**src/kss_pkg.sv**
```systemverilog
// Shared types and constants for the kth smallest stream selector.
package kss_pkg;

    localparam int K_RANK_WIDTH = 5;
    localparam logic [K_RANK_WIDTH-1:0] K_RANK_RESET = 5'd1;

    // Broadcast command to every cell of the chain.
    typedef struct packed {
        logic ins;
        logic rep;
        logic clr;
    } t_cell_ctrl;

    // Status a cell hands to its neighbors.
    typedef struct packed {
        logic valid;
        logic gt;
    } t_link;

endpackage

```
**src/kss_cell.sv**
```systemverilog
// One cell of the descending sorted chain that holds the kept values.
module kss_cell #(
    parameter int DATA_WIDTH = 32
) (
    input  logic                         i_clk,
    input  logic                         i_rst_n,
    input  kss_pkg::t_cell_ctrl          i_ctrl,
    input  logic                         i_first,
    input  logic signed [DATA_WIDTH-1:0] i_sample,
    input  kss_pkg::t_link               i_left,
    input  logic signed [DATA_WIDTH-1:0] i_left_value,
    input  kss_pkg::t_link               i_right,
    input  logic signed [DATA_WIDTH-1:0] i_right_value,
    output kss_pkg::t_link               o_link,
    output logic signed [DATA_WIDTH-1:0] o_value,
    output logic signed [DATA_WIDTH-1:0] o_next_value
);

    logic signed [DATA_WIDTH-1:0] r_value;
    logic signed [DATA_WIDTH-1:0] n_value;
    logic                         r_valid;
    logic                         n_valid;
    logic                         w_gt;

    assign w_gt = r_valid && (r_value > i_sample);

    always_comb begin
        n_value = r_value;
        n_valid = r_valid;
        if (i_ctrl.ins) begin
            n_valid = r_valid | i_left.valid | i_first;
            if (!w_gt) begin
                if (i_first || i_left.gt) begin
                    n_value = i_sample;
                end else if (i_left.valid) begin
                    n_value = i_left_value;
                end
            end
        end else if (i_ctrl.rep) begin
            if (i_right.gt) begin
                n_value = i_right_value;
            end else if (i_first || w_gt) begin
                n_value = i_sample;
            end
        end
        if (i_ctrl.clr) begin
            n_valid = 1'b0;
        end
    end

    always_ff @(posedge i_clk) begin
        if (!i_rst_n) begin
            r_valid <= 1'b0;
        end else begin
            r_valid <= n_valid;
        end
    end

    always_ff @(posedge i_clk) begin
        r_value <= n_value;
    end

    assign o_link.valid = r_valid;
    assign o_link.gt    = w_gt;
    assign o_value      = r_value;
    assign o_next_value = n_value;

endmodule

```
**src/kth_smallest_stream_select.sv**
```systemverilog
// Top level of the kth smallest stream selector built from a chain of sorting cells.
// Throughput: one element per cycle while the result register is empty or being taken.
// A result waiting on m_axis_tready holds s_axis_tready low until that transfer happens.
// The result is registered by the tlast transfer and is valid in the next cycle.
// The next array may start in the cycle after tlast; the chain clears as tlast is taken.
// Reset clears the held count, the cell valid bits, the output valid bit, and sets k_rank to 1.
module kth_smallest_stream_select #(
    parameter int K_MAX      = 16,
    parameter int DATA_WIDTH = 32
) (
    input  logic                                    i_clk,
    input  logic                                    i_rst_n,
    input  logic                                    i_cfg_we,
    input  logic [kss_pkg::K_RANK_WIDTH-1:0]        i_cfg_wdata,
    input  logic                                    s_axis_tvalid,
    output logic                                    s_axis_tready,
    // tdata: sample, zero padded to whole bytes.
    input  logic [((DATA_WIDTH+7)/8)*8-1:0]         s_axis_tdata,
    input  logic                                    s_axis_tlast,
    output logic                                    m_axis_tvalid,
    input  logic                                    m_axis_tready,
    // tdata: kth_value, zero padded to whole bytes.
    output logic [((DATA_WIDTH+7)/8)*8-1:0]         m_axis_tdata,
    // tuser: too_few.
    output logic                                    m_axis_tuser
);

    localparam int TDATA_W = ((DATA_WIDTH + 7) / 8) * 8;
    localparam int CNT_W   = $clog2(K_MAX + 1);
    localparam int KCMP_W  = (CNT_W > kss_pkg::K_RANK_WIDTH) ? CNT_W : kss_pkg::K_RANK_WIDTH;

    logic [kss_pkg::K_RANK_WIDTH-1:0] r_k_rank;
    logic [CNT_W-1:0]                 r_count;
    logic [CNT_W-1:0]                 n_count;
    logic                             r_out_valid;
    logic signed [DATA_WIDTH-1:0]     r_kth;
    logic                             r_too_few;

    logic                             w_accept;
    logic signed [DATA_WIDTH-1:0]     w_sample;
    logic [KCMP_W-1:0]                w_k_ext;
    logic [KCMP_W-1:0]                w_k_eff;
    logic                             w_room;
    kss_pkg::t_cell_ctrl              w_ctrl;

    kss_pkg::t_link                   w_link  [K_MAX];
    logic signed [DATA_WIDTH-1:0]     w_value [K_MAX];
    logic signed [DATA_WIDTH-1:0]     w_next  [K_MAX];
    logic [K_MAX-1:0]                 w_valid_vec;

    assign s_axis_tready = !r_out_valid || m_axis_tready;
    assign w_accept      = s_axis_tvalid && s_axis_tready;
    assign w_sample      = $signed(s_axis_tdata[DATA_WIDTH-1:0]);

    assign w_k_ext = KCMP_W'(r_k_rank);
    always_comb begin
        if (r_k_rank == '0) begin
            w_k_eff = KCMP_W'(1);
        end else if (w_k_ext > KCMP_W'(K_MAX)) begin
            w_k_eff = KCMP_W'(K_MAX);
        end else begin
            w_k_eff = w_k_ext;
        end
    end

    assign w_room     = KCMP_W'(r_count) < w_k_eff;
    assign w_ctrl.ins = w_accept && w_room;
    assign w_ctrl.rep = w_accept && !w_room && w_link[0].gt;
    assign w_ctrl.clr = w_accept && s_axis_tlast;

    assign n_count = w_ctrl.ins ? r_count + CNT_W'(1) : r_count;

    genvar g;
    generate
        for (g = 0; g < K_MAX; g++) begin : g_cell
            kss_pkg::t_link               w_left;
            kss_pkg::t_link               w_right;
            logic signed [DATA_WIDTH-1:0] w_left_value;
            logic signed [DATA_WIDTH-1:0] w_right_value;

            if (g == 0) begin : g_head
                assign w_left       = '0;
                assign w_left_value = '0;
            end else begin : g_mid_l
                assign w_left       = w_link[g-1];
                assign w_left_value = w_value[g-1];
            end

            if (g == K_MAX - 1) begin : g_tail
                assign w_right       = '0;
                assign w_right_value = '0;
            end else begin : g_mid_r
                assign w_right       = w_link[g+1];
                assign w_right_value = w_value[g+1];
            end

            kss_cell #(
                .DATA_WIDTH (DATA_WIDTH)
            ) u_cell (
                .i_clk         (i_clk),
                .i_rst_n       (i_rst_n),
                .i_ctrl        (w_ctrl),
                .i_first       (g == 0),
                .i_sample      (w_sample),
                .i_left        (w_left),
                .i_left_value  (w_left_value),
                .i_right       (w_right),
                .i_right_value (w_right_value),
                .o_link        (w_link[g]),
                .o_value       (w_value[g]),
                .o_next_value  (w_next[g])
            );

            assign w_valid_vec[g] = w_link[g].valid;
        end
    endgenerate

    always_ff @(posedge i_clk) begin
        if (!i_rst_n) begin
            r_k_rank    <= kss_pkg::K_RANK_RESET;
            r_count     <= '0;
            r_out_valid <= 1'b0;
        end else begin
            if (i_cfg_we) begin
                r_k_rank <= i_cfg_wdata;
            end
            if (w_ctrl.clr) begin
                r_count <= '0;
            end else begin
                r_count <= n_count;
            end
            if (w_ctrl.clr) begin
                r_out_valid <= 1'b1;
            end else if (m_axis_tready) begin
                r_out_valid <= 1'b0;
            end
        end
    end

    always_ff @(posedge i_clk) begin
        if (w_ctrl.clr) begin
            r_kth     <= w_next[0];
            r_too_few <= KCMP_W'(n_count) < w_k_eff;
        end
    end

    assign m_axis_tvalid = r_out_valid;
    assign m_axis_tdata  = TDATA_W'($unsigned(r_kth));
    assign m_axis_tuser  = r_too_few;

    a_count_bound: assert property (@(posedge i_clk) disable iff (!i_rst_n)
        KCMP_W'(r_count) <= KCMP_W'(K_MAX))
        else $error("held count exceeds the chain length");

    a_count_matches_cells: assert property (@(posedge i_clk) disable iff (!i_rst_n)
        $countones(w_valid_vec) == int'(r_count))
        else $error("cell valid bits disagree with the held count");

    a_clear_on_last: assert property (@(posedge i_clk) disable iff (!i_rst_n)
        w_ctrl.clr |=> (r_count == '0) && m_axis_tvalid)
        else $error("chain not cleared or result missing after the last transfer");

    generate
        for (g = 0; g + 1 < K_MAX; g++) begin : g_order_chk
            a_sorted: assert property (@(posedge i_clk) disable iff (!i_rst_n)
                w_link[g+1].valid |-> (w_link[g].valid && (w_value[g] >= w_value[g+1])))
                else $error("cell chain out of descending order");
        end
    endgenerate

endmodule
```
**config.mk**
```make
export PLATFORM = sky130hd
export DESIGN_NAME = kth_smallest_stream_select
export DESIGN_NICKNAME = d
export VERILOG_FILES = /design/src/kss_pkg.sv /design/src/kss_cell.sv /design/src/kth_smallest_stream_select.sv
export SDC_FILE = /design/constraint.sdc
export NUM_CORES = 2
export LEC_CHECK = 0
export BUFFER_PORTS_ARGS = -buffer_cell sky130_fd_sc_hd__buf_2
export CORE_MARGIN = 2
export CORE_UTILIZATION = 35
export DETAILED_ROUTE_END_ITERATION = 12
export GPL_TIMING_DRIVEN = 0
export PLACE_DENSITY = 0.56
export SETUP_SLACK_MARGIN = 0.2
export SLEW_MARGIN = 20
export SYNTH_ARGS = -nofsm -noshare
export SYNTH_HDL_FRONTEND = slang
export SYNTH_SLANG_ARGS = --single-unit
```
**constraint.sdc**
```tcl
create_clock -name i_clk -period 10.13 [get_ports i_clk]
set_input_delay 2.026 -clock i_clk [delete_from_list [all_inputs] [get_ports i_clk]]
set_output_delay 2.026 -clock i_clk [all_outputs]
set_load 0.03 [all_outputs]
```
After elaboration in Yosys (flattened, before gate mapping)
Cells that the tools add are included.

operators by class
  add/sub/neg operators = 1
  magnitude comparators = 19
  equal/unequal tests = 30
  mux-type cells = 113
  bitwise operators = 16
  reductions and logical operators = 58

operator list
  cell                                                   count
  2-to-1 mux 32 bit                                      108
  greater-than comparator 32 bit                         16
  AND reduction 4 bit                                    15
  != test 3 x 1 -> 1 bit (second input constant)         15
  nonzero test 3 bit                                     14
  != test 2 bit (second input constant)                  15
  logical AND 1 bit                                      21
  2-to-1 mux 5 bit                                       3
  bitwise OR 1 bit                                       15
  less-than comparator 5 bit                             2
  nonzero test 2 bit                                     3
  adder 5 x 1 -> 5 bit (second input constant)           1
  greater-than comparator 5 bit (second input constant)  1
  logical NOT 5 bit                                      1
  logical NOT 1 bit                                      2
  2-to-1 mux 1 bit                                       2
  OR reduction 2 bit                                     1
  logical OR 1 bit                                       1
  NOT 1 bit                                              1

word-level totals
  register bits after elaboration = 572
  output and inout bits = 35
  logic and storage cells = 274

Logic depth before layout (Yosys ltp)
  depth in word-level cells = 9
  depth in mapped cells = 17
  gate-level depth less buffers = 14

Hierarchy
A second synthesis with hierarchy kept.

unflattened totals
  cells, all modules = 7635
  area, all modules = 62217.2 um2

by module, submodules not included
  module                      instances  cells each  area an instance (um2)  seq. area each (um2)
  kss_cell                    16         470         3778.6                  660.6
  kth_smallest_stream_select  1          115         1759.2                  1211.2

Worst setup path before layout
No wires, ideal clock.

  kind = input-to-reg
  start point = input s_axis_tdata[27]
  end point = register g_cell[7].u_cell.r_value[0] (enable)
  library setup time = 0.466 ns
  data arrival time = 7.295 ns
  data required time = 9.664 ns
  slack = 2.369 ns
  cell stages on the path = 12
  path buffers = 2
  cell sequence = inv_1 -> clkbuf_1 -> ha_1 -> nand4_1 -> or4_1 -> or3_4 -> o311ai_4 -> a21oi_1 -> a2bb2oi_2 -> nand2_2 -> clkbuf_1 -> o21ai_0

between the ends
  word-level cells in the longest chain between the ends = 5

RTL lines
  item                                      RTL line                          text
  start: declaration                        kth_smallest_stream_select.sv:18  input logic [((DATA_WIDTH+7)/8)*8-1:0] s_axis_tdata,
  greater-than comparator 32 bit            kss_cell.sv:25                    assign w_gt = r_valid && (r_value > i_sample);
  logical AND 1 bit                         kss_cell.sv:25
  logical AND 1 bit                         kth_smallest_stream_select.sv:68  assign w_ctrl.rep = w_accept && !w_room && w_link[0].gt;
  nonzero test 2 bit (no source line)       -
  AND reduction 4 bit (no source line) (*)  -
  end signal: assignment                    kss_cell.sv:60                    r_value <= n_value;
  end: declaration                          kss_cell.sv:19                    logic signed [DATA_WIDTH-1:0] r_value;

Mark *: on every way between the ends. The rest lies on a longest branch, timed or not.
A chain may end at the register's enable or synchronous reset.

Worst setup path in the final report
  start point = input s_axis_tdata[31]
  end point = register g_cell[13].u_cell.r_value[10] (enable)

between the ends
  word-level cells in the longest chain between the ends = 5

RTL lines
  item                                      RTL line
  greater-than comparator 32 bit            kss_cell.sv:25
  logical AND 1 bit                         kss_cell.sv:25
  logical AND 1 bit                         kth_smallest_stream_select.sv:68
  nonzero test 2 bit (no source line)       -
  AND reduction 4 bit (no source line) (*)  -
  end signal: assignment                    kss_cell.sv:60
  end: declaration                          kss_cell.sv:19

Marked as above.

==> out/qor.tcl <==
set qor(antenna_found_initial) 0
set qor(max-cap-violations) 0
set qor(cts_tree) {built}
set qor(summed_instance_area_of_the_synthesized_netlist_mm2) 0.0373
set qor(vias) 31367
set qor(ff2ff_setup_slack_ps) 4270
set qor(synth_edf_count) 513
set qor(setup_violations) 0
set qor(max-clock-path-buffers) 3
set qor(synthesis.yosys.warnings) 0
set qor(ys.flop_type) {sky130_fd_sc_hd__edfxtp_1}
set qor(critical_path_capture_point_type) {flip-flop}
set qor(critPathArrivalTime_ps) 8220
set qor(cts_stage_hold_buffer_count) 0
set qor(max_freq_mhz) 127
set qor(synthDominantAreaCellType) {sky130_fd_sc_hd__edfxtp_1}
set qor(grt_start_max_net_pins) 34
set qor(critPathRequiredTime_ps) 10450
set qor(timing.final.crit_share_pct) 78.0
set qor(mappedNetlistNets) 4068
set qor(final_design_area_no_fill_mm2) 0.0422
set qor(clk_latency_ps) 620
set qor(worst_hold_slack_ps) 465
set qor(num_antenna_cells) 0
set qor(cts.clk_slew.worst_paths_ps) 60
set qor(synth.area.top_cells) {sky130_fd_sc_hd__edfxtp_1 41%, sky130_fd_sc_hd__ha_1 17%, sky130_fd_sc_hd__a21oi_1 3.9%}
set qor(start_kind) {input port}
set qor(vdd_ir_max_mv) 0.142
set qor(dpl_cell_area_mm2) 0.0400
set qor(mean_instance_size_in_the_synthesized_netlist_um2) 10.6
set qor(share_clk_of_total_power_pct) 37.4
set qor(first_global_vias) 30530
set qor(floorplan.rows) 119
set qor(drc_errors) 0
set qor(cts_num_sinks) 572
set qor(final_nets) 4229
set qor(outcome) {completed}
set qor(critPathMaxFanout) 17
set qor(cts_buffers) 69
set qor(chipHeight_um) 331
set qor(worst_slew_margin_rel_pct) 14.2
set qor(cts_max_level) 3
set qor(async_flop_share_pct) 0
set qor(layout.core_utilization_pct) 39.9
set qor(worst_pin_slew_ps) 1280
set qor(detail_route.wl_per_cell_um) 25.9
set qor(routed_wirelength_um) 132000
set qor(rsz_0062_raised_after_global_routing) {no}
set qor(floorplan.die_area_mm2) 0.109
set qor(maxSlewViolCount) 0
set qor(total_leakage_power_nw) 15.9
set qor(layout.area.seq_mm2) 0.0166
set qor(synthDominantCellAreaShare_pct) 41.3
set qor(drt_iter0_drc) 3602
set qor(initial_core_util_pct) 35.3
set qor(number_of_failing_hold_endpoints_at_the_final_stage) 0
set qor(min_path_type) {reg -> reg}
set qor(multi_input_comb_area_mm2) 0.0195
set qor(routed_via_density) 6.14
set qor(die-width_um) 331
set qor(post_route_cells_drive_above_1_share_pct) 8.59
set qor(pwr_dens_mw_per_mm2) 158
set qor(setup.worst_path.class) {in -> reg}
set qor(p_seq_share_pct) 42.7
set qor(fillerInstances) 10120
set qor(grt_first_pass_wirelength_um) 194000
set qor(post_synth_inst_count) 3504
set qor(netSwitchingPower_mw) 1.97
set qor(ys_ff_latch) 572
set qor(most_common_cell_after_layout_fill_and_taps_aside) {sky130_fd_sc_hd__ha_1}
set qor(finalWeightedCongestion) 0.950
set qor(area.growth.synth_to_final_pct) 13.0
set qor(ctsResizeCount) 0
set qor(firstDrtPassIters) 8
set qor(layout_min_cycle_time_ps) 7900
set qor(pwr-share-comb_pct) 19.9
set qor(design.portCount) 78
set qor(final.setup_skew_ps) 26.2
set qor(switching_share_pct) 29.6
set qor(grt-ovfl-total) 0
set qor(detail-route-antenna-nets) 0
set qor(place.port_buffers) 76
set qor(mostFrequentLayoutCells) {521 x sky130_fd_sc_hd__ha_1, 513 x sky130_fd_sc_hd__edfxtp_1, 293 x sky130_fd_sc_hd__a21oi_1, 262 x sky130_fd_sc_hd__nand2_1, 194 x sky130_fd_sc_hd__o22ai_1}
set qor(design.core.area_mm2) 0.106
set qor(yosys.cell_types.count) 74
set qor(grt_util_all_layers_pct) 23.8
set qor(sequential_area_share_after_synthesis_pct) 44.5
set qor(detailed_place_hpwl_um) 109000
set qor(cts_post_setup_buffers_inserted) 0
set qor(internal_power_mw) 4.68
set qor(cts_root_buf) {sky130_fd_sc_hd__clkbuf_16}
[worst paths after layout]
| path | endpoint | cells past startpoint | start |
|---|---|---|---|
| setup reg to reg | g_cell[9].u_cell.o_value[24]$_DFFE_PP_ | 11 | r_k_rank[4]$_SDFFE_PN0P_ |
| hold reg to reg | g_cell[15].u_cell.r_valid$_SDFFE_PP0N_ | 2 | g_cell[15].u_cell.r_valid$_SDFFE_PP0N_ |
| setup / recovery | g_cell[13].u_cell.o_value[10]$_DFFE_PP_ | 16 | s_axis_tdata[31] |
| hold / removal | g_cell[15].u_cell.r_valid$_SDFFE_PP0N_ | 2 | g_cell[15].u_cell.r_valid$_SDFFE_PP0N_ |
[power groups by stage]
stage	Combinational, mW	Sequential, mW	Clock [mW]
after detailed placement	1.30	2.88	0
after global routing	1.46	2.85	2.60
after floorplan	0.866	2.89	0
after CTS	1.31	2.83	2.50
final	1.32	2.84	2.49
after global placement	1.27	2.88	0
[cell usage after synthesis, types with 7 or more instances]
cell type                  instances
sky130_fd_sc_hd__ha_1            521
sky130_fd_sc_hd__edfxtp_1        513
sky130_fd_sc_hd__a21oi_1         293
sky130_fd_sc_hd__nand2_1         263
sky130_fd_sc_hd__o22ai_1         194
sky130_fd_sc_hd__clkbuf_1        184
sky130_fd_sc_hd__a22oi_1         129
sky130_fd_sc_hd__nor3_1          114
sky130_fd_sc_hd__o31ai_1         106
sky130_fd_sc_hd__nor2_1          104
sky130_fd_sc_hd__inv_1           103
sky130_fd_sc_hd__a31oi_1         101
sky130_fd_sc_hd__o21ai_0         100
sky130_fd_sc_hd__a221o_1          99
sky130_fd_sc_hd__nand4_1          95
sky130_fd_sc_hd__a21o_1           89
sky130_fd_sc_hd__dfxtp_1          59
sky130_fd_sc_hd__nor2b_1          49
sky130_fd_sc_hd__nand3_1          43
sky130_fd_sc_hd__o311ai_0         37
sky130_fd_sc_hd__mux2_2           35
sky130_fd_sc_hd__a221oi_1         34
sky130_fd_sc_hd__buf_1            20
sky130_fd_sc_hd__buf_2            15
sky130_fd_sc_hd__and2_1           13
sky130_fd_sc_hd__nand2b_1         13
sky130_fd_sc_hd__o211ai_1         13
sky130_fd_sc_hd__mux2i_1          12
sky130_fd_sc_hd__a211oi_1         11
sky130_fd_sc_hd__o21a_1           11
sky130_fd_sc_hd__nor4_1           10
sky130_fd_sc_hd__and4_1            9
sky130_fd_sc_hd__buf_4             7
sky130_fd_sc_hd__or2_2             7
sky130_fd_sc_hd__or3_1             7
[cell families after synthesis]
kind of cell | synth area share [%]
compound gates | 23.3
simple gates | 9.77
flops | 44.5
fa+ha+maj | 17.5
buf+inv | 3.55
mux | 1.38
xor+xnor | 0.0939
[stage by stage]
step,total power [mW],setup WS [ps],TNS (ps),instances
after floorplan,3.76,2370,0,3504
after global placement,4.15,-819,-79540,4971
after detailed placement,4.18,1690,0,4985
after CTS,6.65,2310,0,5105
after global routing,6.91,2210,0,5105
final,6.64,2230,0,5105
[layout make-up]
cell class                      count  area share [%]
Inverter                          103           0.917
Timing Repair Buffer               90            1.80
Sequential cell                   572            39.3
Multi-Input combinational cell   2599            46.3
Tap cell                         1391            4.13
Buffer                            230            2.32
Clock inverter                     22           0.306
Clock buffer                       98            4.93
[metal layers]
layer / part of all wire [%] / global-route usage, % / vias up
met5: 0 / 0 / -
met4: 3.1 / 7.72 / 0
met3: 8.2 / 3.08 / 199
met2: 46 / 39.4 / 1291
met1: 42 / 32.2 / 15384
li1: - / - / 14493
[registers in the layout, summed over array words and instances, names as in the netlist]
signal                 cells
g_cell.u_cell.o_value    512
g_cell.u_cell.r_valid     16
m_axis_tdata              32
m_axis_tuser               1
m_axis_tvalid              1
r_count                    5
r_k_rank                   5
[worst max-delay path, stage by stage]
cell and delay, ps:
sky130_fd_sc_hd__buf_2 210, sky130_fd_sc_hd__inv_1 320, sky130_fd_sc_hd__clkbuf_2 450, sky130_fd_sc_hd__buf_16 290, sky130_fd_sc_hd__ha_1 420, sky130_fd_sc_hd__nand2_1 100, sky130_fd_sc_hd__nor3_1 350, sky130_fd_sc_hd__nor4b_1 960
sky130_fd_sc_hd__o311ai_0 500, sky130_fd_sc_hd__nand3_1 280, sky130_fd_sc_hd__mux2_2 410, sky130_fd_sc_hd__nor2_1 620, sky130_fd_sc_hd__clkbuf_1 520, sky130_fd_sc_hd__nand2_1 200, sky130_fd_sc_hd__o21ai_4 290, sky130_fd_sc_hd__buf_16 230
(Power assumes the default switching activity.)
